`src/rtl/core/svsw_pkg.sv`:
```
// Shared types, constants and the segment table for the serial writer.
// No dependencies.
package svsw_pkg;

    localparam int QUEUE_DEPTH = 2;

    localparam logic [7:0] CMD_FIXED_ADDR = 8'h44;
    localparam logic [7:0] CMD_ADDR_BASE  = 8'hC0;
    localparam logic [7:0] CMD_DISPLAY_ON = 8'h88;
    localparam logic [7:0] SEG_BLANK      = 8'h00;

    // configuration register indexes
    localparam logic CFG_BRIGHTNESS = 1'b0;
    localparam logic CFG_TICKS      = 1'b1;

    typedef struct packed {
        logic       req;
        logic [1:0] pos;
        logic [7:0] seg;
        logic       dio_in;
    } svsw_item_t;

    typedef struct packed {
        logic [2:0] brightness;
        logic [7:0] ticks_per_unit;
    } svsw_cfg_t;

    // hex digits, digits with point, then blank
    function automatic logic [7:0] seg_lookup(input logic [4:0] code);
        logic [7:0] s;
        case (code)
            5'd0:  s = 8'h3F;
            5'd1:  s = 8'h06;
            5'd2:  s = 8'h5B;
            5'd3:  s = 8'h4F;
            5'd4:  s = 8'h66;
            5'd5:  s = 8'h6D;
            5'd6:  s = 8'h7D;
            5'd7:  s = 8'h07;
            5'd8:  s = 8'h7F;
            5'd9:  s = 8'h6F;
            5'd10: s = 8'h77;
            5'd11: s = 8'h7C;
            5'd12: s = 8'h39;
            5'd13: s = 8'h5E;
            5'd14: s = 8'h79;
            5'd15: s = 8'h71;
            5'd16: s = 8'hBF;
            5'd17: s = 8'h86;
            5'd18: s = 8'hDB;
            5'd19: s = 8'hCF;
            5'd20: s = 8'hE6;
            5'd21: s = 8'hED;
            5'd22: s = 8'hFD;
            5'd23: s = 8'h87;
            5'd24: s = 8'hFF;
            5'd25: s = 8'hEF;
            default: s = SEG_BLANK;
        endcase
        return s;
    endfunction

endpackage

```
`src/rtl/core/svsw_front.sv`:
```
// Front end: unpacks an incoming tick and classifies its show request.
// Depends on svsw_pkg.
module svsw_front
    import svsw_pkg::*;
#(
    parameter int DIGITS = 4
)
(
    input  logic       tuser,    // cmd
    input  logic [7:0] tdata,    // digit_position[1:0], digit_code[6:2], dio_in[7]
    output svsw_item_t item
);

    localparam logic [2:0] DIGIT_LIMIT = 3'(DIGITS);

    logic [1:0] pos;
    logic [4:0] code;

    assign pos  = tdata[1:0];
    assign code = tdata[6:2];

    always_comb
    begin
        item.req    = tuser && ({1'b0, pos} < DIGIT_LIMIT);
        item.pos    = pos;
        item.seg    = seg_lookup(code);
        item.dio_in = tdata[7];
    end

endmodule

```
`src/rtl/core/svsw_queue.sv`:
```
// Short request queue between the front end and the sequencer.
// Depends on svsw_pkg.
module svsw_queue
    import svsw_pkg::*;
(
    input  logic       clk,
    input  logic       rst_n,
    input  logic       in_valid,
    output logic       in_ready,
    input  svsw_item_t in_item,
    output logic       out_valid,
    input  logic       out_ready,
    output svsw_item_t out_item
);

    localparam int PTR_W = (QUEUE_DEPTH > 1) ? $clog2(QUEUE_DEPTH) : 1;
    localparam int CNT_W = $clog2(QUEUE_DEPTH + 1);
    localparam logic [PTR_W-1:0] PTR_LAST = PTR_W'(QUEUE_DEPTH - 1);
    localparam logic [CNT_W-1:0] CNT_FULL = CNT_W'(QUEUE_DEPTH);

    svsw_item_t       slot_reg [QUEUE_DEPTH];
    logic [PTR_W-1:0] wr_ptr_reg, wr_ptr_next;
    logic [PTR_W-1:0] rd_ptr_reg, rd_ptr_next;
    logic [CNT_W-1:0] count_reg, count_next;
    logic             push, pop;

    assign in_ready  = (count_reg != CNT_FULL);
    assign out_valid = (count_reg != '0);
    assign push      = in_valid && in_ready;
    assign pop       = out_valid && out_ready;
    assign out_item  = slot_reg[rd_ptr_reg];

    always_comb
    begin
        wr_ptr_next = wr_ptr_reg;
        rd_ptr_next = rd_ptr_reg;
        count_next  = count_reg;
        if (push)
        begin
            wr_ptr_next = (wr_ptr_reg == PTR_LAST) ? '0 : wr_ptr_reg + 1'b1;
        end
        if (pop)
        begin
            rd_ptr_next = (rd_ptr_reg == PTR_LAST) ? '0 : rd_ptr_reg + 1'b1;
        end
        if (push && !pop)
        begin
            count_next = count_reg + 1'b1;
        end
        else if (pop && !push)
        begin
            count_next = count_reg - 1'b1;
        end
    end

    always_ff @(posedge clk or negedge rst_n)
    begin
        if (!rst_n)
        begin
            wr_ptr_reg <= '0;
            rd_ptr_reg <= '0;
            count_reg  <= '0;
        end
        else
        begin
            wr_ptr_reg <= wr_ptr_next;
            rd_ptr_reg <= rd_ptr_next;
            count_reg  <= count_next;
        end
    end

    always_ff @(posedge clk)
    begin
        if (push)
        begin
            slot_reg[wr_ptr_reg] <= in_item;
        end
    end

endmodule

```
`src/rtl/core/svsw_seq.sv`:
```
// Back end: the frame sequencer, one step per queued tick, with output register.
// Depends on svsw_pkg.
module svsw_seq
    import svsw_pkg::*;
(
    input  logic       clk,
    input  logic       rst_n,
    input  svsw_cfg_t  cfg,
    input  logic       q_valid,
    output logic       q_ready,
    input  svsw_item_t q_item,
    output logic       m_tvalid,
    input  logic       m_tready,
    output logic [7:0] m_tdata
);

    localparam logic [3:0] PH_IDLE     = 4'd0;
    localparam logic [3:0] PH_ST_HI    = 4'd1;
    localparam logic [3:0] PH_ST_LO    = 4'd2;
    localparam logic [3:0] PH_BIT_LO   = 4'd3;
    localparam logic [3:0] PH_BIT_HI   = 4'd4;
    localparam logic [3:0] PH_ACK_LO   = 4'd5;
    localparam logic [3:0] PH_ACK_WAIT = 4'd6;
    localparam logic [3:0] PH_ACK_HI   = 4'd7;
    localparam logic [3:0] PH_SP_LO    = 4'd8;
    localparam logic [3:0] PH_SP_D0    = 4'd9;
    localparam logic [3:0] PH_SP_HI    = 4'd10;
    localparam logic [3:0] PH_SP_D1    = 4'd11;

    localparam logic [1:0] FR_CMD  = 2'd0;
    localparam logic [1:0] FR_ADDR = 2'd1;
    localparam logic [1:0] FR_SEG  = 2'd2;
    localparam logic [1:0] FR_CTRL = 2'd3;

    typedef struct packed {
        logic [3:0]  phase;
        logic [1:0]  frame;
        logic [2:0]  bits;
        logic [7:0]  shifter;
        logic [10:0] delay;
        logic        clk_lv;
        logic        dio_lv;
    } seq_state_t;

    typedef struct packed {
        logic [1:0]  lat_pos;
        logic [7:0]  lat_seg;
        logic [2:0]  bright;
        logic [10:0] d2;
        logic [10:0] d3;
        logic [10:0] d5;
    } seq_ctx_t;

    localparam seq_state_t ST_RESET = '{phase: PH_IDLE, frame: FR_CMD, bits: 3'd0,
                                        shifter: 8'd0, delay: 11'd0, clk_lv: 1'b1,
                                        dio_lv: 1'b1};

    function automatic logic [7:0] frame_byte(input logic [1:0] fr, input seq_ctx_t c);
        logic [7:0] b;
        case (fr)
            FR_CMD:  b = CMD_FIXED_ADDR;
            FR_ADDR: b = CMD_ADDR_BASE + {6'b0, c.lat_pos};
            FR_SEG:  b = c.lat_seg;
            default: b = CMD_DISPLAY_ON | {5'b0, c.bright};
        endcase
        return b;
    endfunction

    // pins are set on entry, the wait is loaded from the phase's unit count or is one tick
    function automatic seq_state_t enter_phase(input seq_state_t s, input logic [3:0] p,
                                               input seq_ctx_t c);
        seq_state_t r;
        r       = s;
        r.phase = p;
        r.delay = 11'd1;
        case (p)
            PH_ST_HI:
            begin
                r.clk_lv  = 1'b1;
                r.dio_lv  = 1'b1;
                r.shifter = frame_byte(s.frame, c);
            end
            PH_ST_LO:
            begin
                r.dio_lv = 1'b0;
                r.delay  = c.d3;
            end
            PH_BIT_LO:
            begin
                r.clk_lv = 1'b0;
                r.dio_lv = s.shifter[0];
                r.delay  = c.d3;
            end
            PH_BIT_HI:
            begin
                r.clk_lv = 1'b1;
                r.delay  = c.d3;
            end
            PH_ACK_LO:
            begin
                r.clk_lv = 1'b0;
                r.delay  = c.d5;
            end
            PH_ACK_WAIT:
            begin
                r.delay = 11'd1;
            end
            PH_ACK_HI:
            begin
                r.clk_lv = 1'b1;
                r.delay  = c.d2;
            end
            PH_SP_LO:
            begin
                r.clk_lv = 1'b0;
                r.delay  = c.d3;
            end
            PH_SP_D0:
            begin
                r.dio_lv = 1'b0;
            end
            PH_SP_HI:
            begin
                r.clk_lv = 1'b1;
                r.delay  = c.d3;
            end
            PH_SP_D1:
            begin
                r.dio_lv = 1'b1;
            end
            default:
            begin
                r.clk_lv = 1'b1;
                r.dio_lv = 1'b1;
                r.phase  = PH_IDLE;
            end
        endcase
        return r;
    endfunction

    function automatic seq_state_t advance(input seq_state_t s, input seq_ctx_t c);
        seq_state_t r;
        r = s;
        case (s.phase)
            PH_ST_HI:    r = enter_phase(s, PH_ST_LO, c);
            PH_ST_LO:
            begin
                r.bits = 3'd0;
                r      = enter_phase(r, PH_BIT_LO, c);
            end
            PH_BIT_LO:   r = enter_phase(s, PH_BIT_HI, c);
            PH_BIT_HI:
            begin
                r.shifter = {1'b0, s.shifter[7:1]};
                r.bits    = s.bits + 3'd1;
                r         = enter_phase(r, (r.bits == 3'd0) ? PH_ACK_LO : PH_BIT_LO, c);
            end
            PH_ACK_LO:   r = enter_phase(s, PH_ACK_WAIT, c);
            PH_ACK_WAIT: r = enter_phase(s, PH_ACK_HI, c);
            PH_ACK_HI:
            begin
                // address byte is followed by the segment byte in the same frame
                if (s.frame == FR_ADDR)
                begin
                    r.frame   = FR_SEG;
                    r.shifter = c.lat_seg;
                    r.bits    = 3'd0;
                    r         = enter_phase(r, PH_BIT_LO, c);
                end
                else
                begin
                    r = enter_phase(s, PH_SP_LO, c);
                end
            end
            PH_SP_LO:    r = enter_phase(s, PH_SP_D0, c);
            PH_SP_D0:    r = enter_phase(s, PH_SP_HI, c);
            PH_SP_HI:    r = enter_phase(s, PH_SP_D1, c);
            PH_SP_D1:
            begin
                if (s.frame == FR_CTRL)
                begin
                    r = enter_phase(s, PH_IDLE, c);
                end
                else
                begin
                    r.frame = (s.frame == FR_CMD) ? FR_ADDR : FR_CTRL;
                    r       = enter_phase(r, PH_ST_HI, c);
                end
            end
            default:     r = enter_phase(s, PH_IDLE, c);
        endcase
        return r;
    endfunction

    seq_state_t  st_reg, st_next;
    logic [1:0]  lat_pos_reg, lat_pos_next;
    logic [7:0]  lat_seg_reg, lat_seg_next;
    logic        out_valid_reg;
    logic [7:0]  out_data_reg, out_data_next;
    logic [7:0]  tpu;
    logic [10:0] tpu_x2;
    seq_ctx_t    ctx;
    logic        acc;
    logic        drive;
    logic        pop;

    assign tpu    = (cfg.ticks_per_unit == 8'd0) ? 8'd1 : cfg.ticks_per_unit;
    assign tpu_x2 = {2'b0, tpu, 1'b0};

    always_comb
    begin
        ctx.lat_pos = lat_pos_reg;
        ctx.lat_seg = lat_seg_reg;
        ctx.bright  = cfg.brightness;
        ctx.d2      = tpu_x2;
        ctx.d3      = tpu_x2 + {3'b0, tpu};
        ctx.d5      = {1'b0, tpu, 2'b0} + {3'b0, tpu};
    end

    assign q_ready = !out_valid_reg || m_tready;
    assign pop     = q_valid && q_ready;

    always_comb
    begin
        st_next      = st_reg;
        lat_pos_next = lat_pos_reg;
        lat_seg_next = lat_seg_reg;
        acc          = 1'b0;
        if (st_reg.phase == PH_IDLE)
        begin
            if (q_item.req)
            begin
                acc          = 1'b1;
                lat_pos_next = q_item.pos;
                lat_seg_next = q_item.seg;
                st_next.frame = FR_CMD;
                st_next       = enter_phase(st_next, PH_ST_HI, ctx);
            end
        end
        else if (st_reg.phase == PH_ACK_WAIT)
        begin
            if (!q_item.dio_in)
            begin
                st_next = advance(st_reg, ctx);
            end
        end
        else
        begin
            st_next.delay = st_reg.delay - 11'd1;
            if (st_next.delay == 11'd0)
            begin
                st_next = advance(st_next, ctx);
                // ack already present on the tick the wait expires
                if (st_next.phase == PH_ACK_WAIT && !q_item.dio_in)
                begin
                    st_next = advance(st_next, ctx);
                end
            end
        end

        drive = !(st_next.phase == PH_ACK_LO || st_next.phase == PH_ACK_WAIT ||
                  st_next.phase == PH_ACK_HI || st_next.phase == PH_SP_LO);
        out_data_next = {3'b0, acc, (st_next.phase != PH_IDLE), drive,
                         (drive ? st_next.dio_lv : 1'b1), st_next.clk_lv};
    end

    always_ff @(posedge clk or negedge rst_n)
    begin
        if (!rst_n)
        begin
            st_reg         <= ST_RESET;
            lat_pos_reg    <= '0;
            lat_seg_reg    <= '0;
            out_valid_reg  <= 1'b0;
        end
        else
        begin
            if (pop)
            begin
                st_reg      <= st_next;
                lat_pos_reg <= lat_pos_next;
                lat_seg_reg <= lat_seg_next;
            end
            if (pop)
            begin
                out_valid_reg <= 1'b1;
            end
            else if (m_tready)
            begin
                out_valid_reg <= 1'b0;
            end
        end
    end

    always_ff @(posedge clk)
    begin
        if (pop)
        begin
            out_data_reg <= out_data_next;
        end
    end

    assign m_tvalid = out_valid_reg;
    assign m_tdata  = out_data_reg;

endmodule

```
`src/rtl/core/seven_segment_serial_writer_unit.sv`:
```
// Two-wire seven-segment display writer: each input request is one tick of time. A tick
// carrying a show request while idle starts three frames (fixed-address command, address
// plus segments, display-on with brightness) that are bit-banged on the clock and data pin
// levels reported in each result; every tick gives exactly one result. One tick is taken
// per clock cycle unless a held result stalls the sequencer, which does one step per tick;
// a two-entry queue sits between the input classifier and the sequencer, and a result
// register sits on the output; a request passes a queue slot, then the result register.
// Delays are units times ticks_per_unit ticks, not clock cycles.
// Depends on svsw_pkg, svsw_front, svsw_queue and svsw_seq.
module seven_segment_serial_writer_unit
    import svsw_pkg::*;
#(
    parameter int DIGITS = 4
)
(
    input  logic       clk,
    input  logic       rst_n,
    input  logic       s_tvalid,
    output logic       s_tready,
    input  logic [7:0] s_tdata,    // digit_position[1:0], digit_code[6:2], dio_in[7]
    input  logic       s_tuser,    // cmd
    output logic       m_tvalid,
    input  logic       m_tready,
    output logic [7:0] m_tdata,    // clk_pin, dio_pin, dio_drive, busy_res, accepted, zeros
    input  logic       cfg_we,
    input  logic       cfg_index,
    input  logic [7:0] cfg_wdata
);

    svsw_item_t front_item;
    svsw_item_t q_item;
    logic       q_valid;
    logic       q_ready;
    svsw_cfg_t  cfg_reg;

    always_ff @(posedge clk or negedge rst_n)
    begin
        if (!rst_n)
        begin
            cfg_reg.brightness     <= 3'd7;
            cfg_reg.ticks_per_unit <= 8'd1;
        end
        else if (cfg_we)
        begin
            case (cfg_index)
                CFG_BRIGHTNESS: cfg_reg.brightness     <= cfg_wdata[2:0];
                CFG_TICKS:      cfg_reg.ticks_per_unit <= cfg_wdata;
                default:        cfg_reg                <= cfg_reg;
            endcase
        end
    end

    svsw_front #(
        .DIGITS (DIGITS)
    ) u_front (
        .tuser (s_tuser),
        .tdata (s_tdata),
        .item  (front_item)
    );

    svsw_queue u_queue (
        .clk       (clk),
        .rst_n     (rst_n),
        .in_valid  (s_tvalid),
        .in_ready  (s_tready),
        .in_item   (front_item),
        .out_valid (q_valid),
        .out_ready (q_ready),
        .out_item  (q_item)
    );

    svsw_seq u_seq (
        .clk      (clk),
        .rst_n    (rst_n),
        .cfg      (cfg_reg),
        .q_valid  (q_valid),
        .q_ready  (q_ready),
        .q_item   (q_item),
        .m_tvalid (m_tvalid),
        .m_tready (m_tready),
        .m_tdata  (m_tdata)
    );

endmodule

```
`config.mk`:
```
export PLATFORM = sky130hd
export DESIGN_NAME = seven_segment_serial_writer_unit
export DESIGN_NICKNAME = d
export VERILOG_FILES = /design/src/rtl/core/svsw_pkg.sv /design/src/rtl/core/svsw_front.sv /design/src/rtl/core/svsw_queue.sv /design/src/rtl/core/svsw_seq.sv /design/src/rtl/core/seven_segment_serial_writer_unit.sv
export SDC_FILE = /design/constraint.sdc
export NUM_CORES = 1
export LEC_CHECK = 0
export BUFFER_PORTS_ARGS = -buffer_cell sky130_fd_sc_hd__buf_2
export CAP_MARGIN = 25
export CORE_ASPECT_RATIO = 0.9
export CORE_UTILIZATION = 40
export CTS_BUF_LIST = sky130_fd_sc_hd__clkbuf_4
export DETAILED_ROUTE_END_ITERATION = 10
export PLACE_DENSITY = 0.52
export SLEW_MARGIN = 15
export SYNTH_ARGS = -nofsm -noshare
export SYNTH_HDL_FRONTEND = slang
export SYNTH_HIERARCHICAL = 1
export SYNTH_SLANG_ARGS = --single-unit
export TNS_END_PERCENT = 1
```
`constraint.sdc`:
```
create_clock -name clk -period 4 [get_ports clk]
set_clock_uncertainty 0.15 [all_clocks]
set_input_delay 0.6 -clock clk [delete_from_list [all_inputs] [get_ports clk]]
set_output_delay 0.6 -clock clk [all_outputs]
set_load 0.005 [all_outputs]
```
==> summary.txt <==
Setup path
  • Worst Setup Path Type: reg2reg
  • Critical-path cell list: inv_1 -> ha_1 -> or4b_4 -> o21a_1 -> a2111oi_4 -> buf_4 -> nand4_1 -> nor2_1 -> a21boi_0 -> o21bai_1
  • Startpoint type of the worst setup path: flop
  • Reg2reg setup slack: about 0.35 ns
  • Register-to-Register Path Depth: 10
  • Crit-path slowest cell: nand4_1
  • Crit path required time: between 4 and 5 ns
  • RR Startpoint: u_seq/st_reg[2]
  • Largest stage delay, worst path: about 0.57 ns
  • Crit end category: flop
  • RR Endpoint: u_seq/st_reg[15]
  • Crit Path Max Fanout: 14
  • Arrival @ worst endpoint: 3.84 ns

Final layout
  • Fraction of layout cells with a size suffix above 1: approximately a fifth
  • Nets@finish: 707
  • Fillers: about 1400
  • Number of flip-flops in the largest register: 30
  • Post-route insts no fill: 857
  • Area grow syn2layout: 8.884%
  • Final Cell Area: 6471 µm²
  • Ant. Diodes: 0

Synthesis
  • Share of the synthesized area in the top cell type: between 20% and 30%
  • Top_reg_cell synth: dfrtp_1
  • Sequential area share after synthesis: between 30% and 40%
  • Mapped Cells: about 630
  • Synth warn: 6
  • Synth cell types: 82
  • Post-synthesis register bit count: between 80 and 90
  • Post-synth EDFFs: 29
  • Synth area leaders: dfrtp_1 21%, edfxtp_1 15%, mux2_2 7.2%
  • Syn avg cell area: ~9.4 µm²
  • Mapped Area: ~6000 µm²
  • Fraction of registers with async set or reset after synthesis: about two thirds
  • Largest area contributor in the netlist: dfrtp_1

Global routing
  • GR peak layer: met1
  • Grt met1 use: about a third
  • Initial antenna violation count: 0
  • GRT Total Usage: 21.15%
  • Number of global-route vias before repair: 4670
  • First-pass GRT wire length: approximately 25000 µm
  • GRT overflow: 0
  • Pin count of the biggest net entering global routing: 38
  • Met2 GRT Util: approximately 29%
  • Global-route met3 utilization: under 10%

Clock tree
  • Num CTS Buffers: 9
  • Clk Latency, worst-skew pair: about 0.46 ns
  • CTS tree: yes
  • Longest Clk Path Bufs: 2
  • CTS sink count: 85
  • Root Driver: clkbuf_4
  • H-Tree Depth: 3
  • CTS Hold Bufs: 0
  • CTS clk-pin slew, worst paths: 0.14 ns

STA
  • Relative slew slack: a little over two fifths
  • Final Setup Violations: 0
  • TNS Setup: 0 ns
  • Final Hold Viols: 0
  • Final slew viol count: 0
  • Final min period: ~3.7 ns
  • Tcrit/Tclk final: roughly nine tenths
  • Least-Margin Pin Slew: ~0.85 ns
  • RSZ-0062 raised after global routing: no
  • Final setup margin: roughly 0.35 ns
  • Max Fclk: approximately 270 MHz

Floorplan
  • CORE AREA: between 10000 and 15000 µm²
  • DIE HEIGHT: about 120 µm
  • Row cnt: just over 40
  • Initial Util: 41.67%
  • IO Count: 33
  • Die W: roughly 130 µm
  • Die Area: 15350 µm²

Route
  • DRT antenna net count: 0
  • DRT Wirelength: about 15000 µm
  • Vias: 4992
  • Routed len/inst: about 18 µm
  • Vias per std cell: about 5.8
  • Initial DRT Pass Iterations: 5
  • Initial drt markers: just under 400
  • Remaining DRCs: 0

Run status
  • Status: finished clean

Pwr
  • Worst vdd ir: around 0.26 mV
  • Clock network power share: between 10% and 20%
  • Final Power: approximately 4.2 mW
  • Combinational share of power: roughly 54%
  • Net switching power: around 1.9 mW
  • Sw frac: 44.62%
  • PD cells: 642.2 nW/µm²
  • Reg power frac: about a third
  • Leak: approximately 2.6 nW
  • Internal power: 2.301 mW

Placement
  • Hpwl dp: about 12000 µm
  • IO Port Bufs: 29
  • Placed Cells: between 800 and 900
  • Area after DPL: around 6300 µm²
  • GP Congestion: 0.8952
  • Pre-CTS WS: 0.3945 ns

Hold path
  • Hold Crit Class: in2async

Flow run
  • Max Cap Viol: 0
[cell usage after synthesis (6+ instances only)]
cell type,number
xor2_1,7
xnor2_1,11
a21oi_1,34
a21o_1,7
nand2b_1,15
a31oi_1,10
nor2_1,52
o21ai_0,46
clkbuf_1,24
nand4_1,7
a22oi_1,8
edfxtp_1,29
a22o_1,7
and3_1,8
o211ai_1,11
and2_1,6
a221oi_1,6
mux2_2,38
o31ai_1,7
inv_1,23
dfstp_2,6
ha_1,25
nand3_1,14
nand2_1,45
nor3_1,14
dfrtp_1,50
buf_4,8
[power by group through the flow]
stage	logic, mW	registers [mW]	clock network, mW
2_1_floorplan	1.68	1.34	0
3_3_place_gp	2.19	1.42	0
3_5_place_dp	2.21	1.43	0
4_1_cts	2.22	1.41	0.525
5_1_grt	2.47	1.45	0.559
6_report	2.24	1.42	0.497
[layout make-up]
type	count	area (µm²)	share of cell area [%]
Inverter	24	90.09	1.392
Timing Repair Buffer	58	362.8	5.607
Tap cell	193	241.5	3.732
Clock inverter	7	73.82	1.141
Sequential cell	85	2280	35.23
Clock buffer	9	67.56	1.044
Multi-Input combinational cell	481	3356	51.86
[stage by stage]
step / util, % / hold WS, ns
detailed placement: 44.37 / 0.3199
floorplan: - / 0.1544
CTS: 45.36 / 0.07529
global route: 45.38 / 0.1040
finish: 45.38 / 0.07177
global placement: 44.31 / 0.3162
[layout by cell type (no fill, tap or decap), types with 4 or more instances in the layout]
cell | Yosys | layout
a221oi_1 | 6 | 6
xnor2_1 | 11 | 11
nor4_1 | 5 | 5
inv_1 | 23 | 23
and2_1 | 6 | 6
a31oi_1 | 10 | 10
nor3_1 | 14 | 14
a22oi_1 | 8 | 8
o21a_1 | 4 | 4
a21boi_0 | 4 | 4
a32oi_1 | 4 | 4
a21oi_1 | 34 | 34
nand4_1 | 7 | 7
edfxtp_1 | 29 | 29
ha_1 | 25 | 25
nor2b_1 | 4 | 4
xor2_1 | 7 | 7
a21o_1 | 7 | 7
mux2_2 | 38 | 38
nor3b_1 | 4 | 4
a211o_1 | 4 | 4
clkbuf_4 | 0 | 9
buf_4 | 8 | 29
o211ai_1 | 11 | 11
nand2_1 | 45 | 45
a22o_1 | 7 | 7
o21ai_0 | 46 | 46
nand3_1 | 14 | 14
buf_2 | 5 | 29
nor2_1 | 52 | 51
dfstp_2 | 6 | 6
a211oi_1 | 5 | 5
nand2b_1 | 15 | 15
dfrtp_1 | 50 | 50
o31ai_1 | 7 | 7
and3_1 | 8 | 8
[critical path: cells and delay by family (launching register included)]
kind / cells / cell delay [ns]
buffers and inverters: 2 / 0.34
AOI/OAI and AO/OA: 4 / 0.90
adders and majority gates: 1 / 0.25
and+or+nand+nor: 3 / 1.43
DFF: 1 / 0.45
[metal layers]
metal  vias to the layer above  wire (µm)
li1                       2407          -
met1                      2421       7961
met2                       145       6452
met3                        19        719
met4                         0        217
met5                         -          0
[how the worst max path moves through the flow]
stage	startpoint	endpoint	slack, ns	cells after the start
6_report	u_seq/st_reg[2]	u_seq/st_reg[15]	0.35	10
5_1_grt	u_seq/st_reg[3]	u_seq/st_reg[15]	0.02	9
4_1_cts	cfg_reg[7]	u_seq/st_reg[11]	0.36	13
3_5_place_dp	cfg_reg[7]	u_seq/st_reg[11]	0.39	13
3_3_place_gp	cfg_reg[6]	u_seq/st_reg[11]	0.40	13
2_1_floorplan	cfg_reg[3]	u_seq/st_reg[11]	0.51	14
[kinds of logic after synthesis]
| kind of cell | synth area share [%] |
|---|---|
| xor gates and xnor gates | 2.653 |
| DFF | 38.36 |
| other | 0.06310 |
| muxes | 7.895 |
| and+or+nand+nor | 17.12 |
| adders and majority gates | 5.263 |
| AOI/OAI and AO/OA | 23.31 |
| buffers and inverters | 5.347 |
[repair_timing]
| action | in CTS | in global routing |
|---|---|---|
| setup buffers | 0 | 0 |
| resized for setup | 0 | 1 |
| endpoints found under the setup margin | 0 | 1 |
No activity file was read; power rests on OpenSTA's default activity.
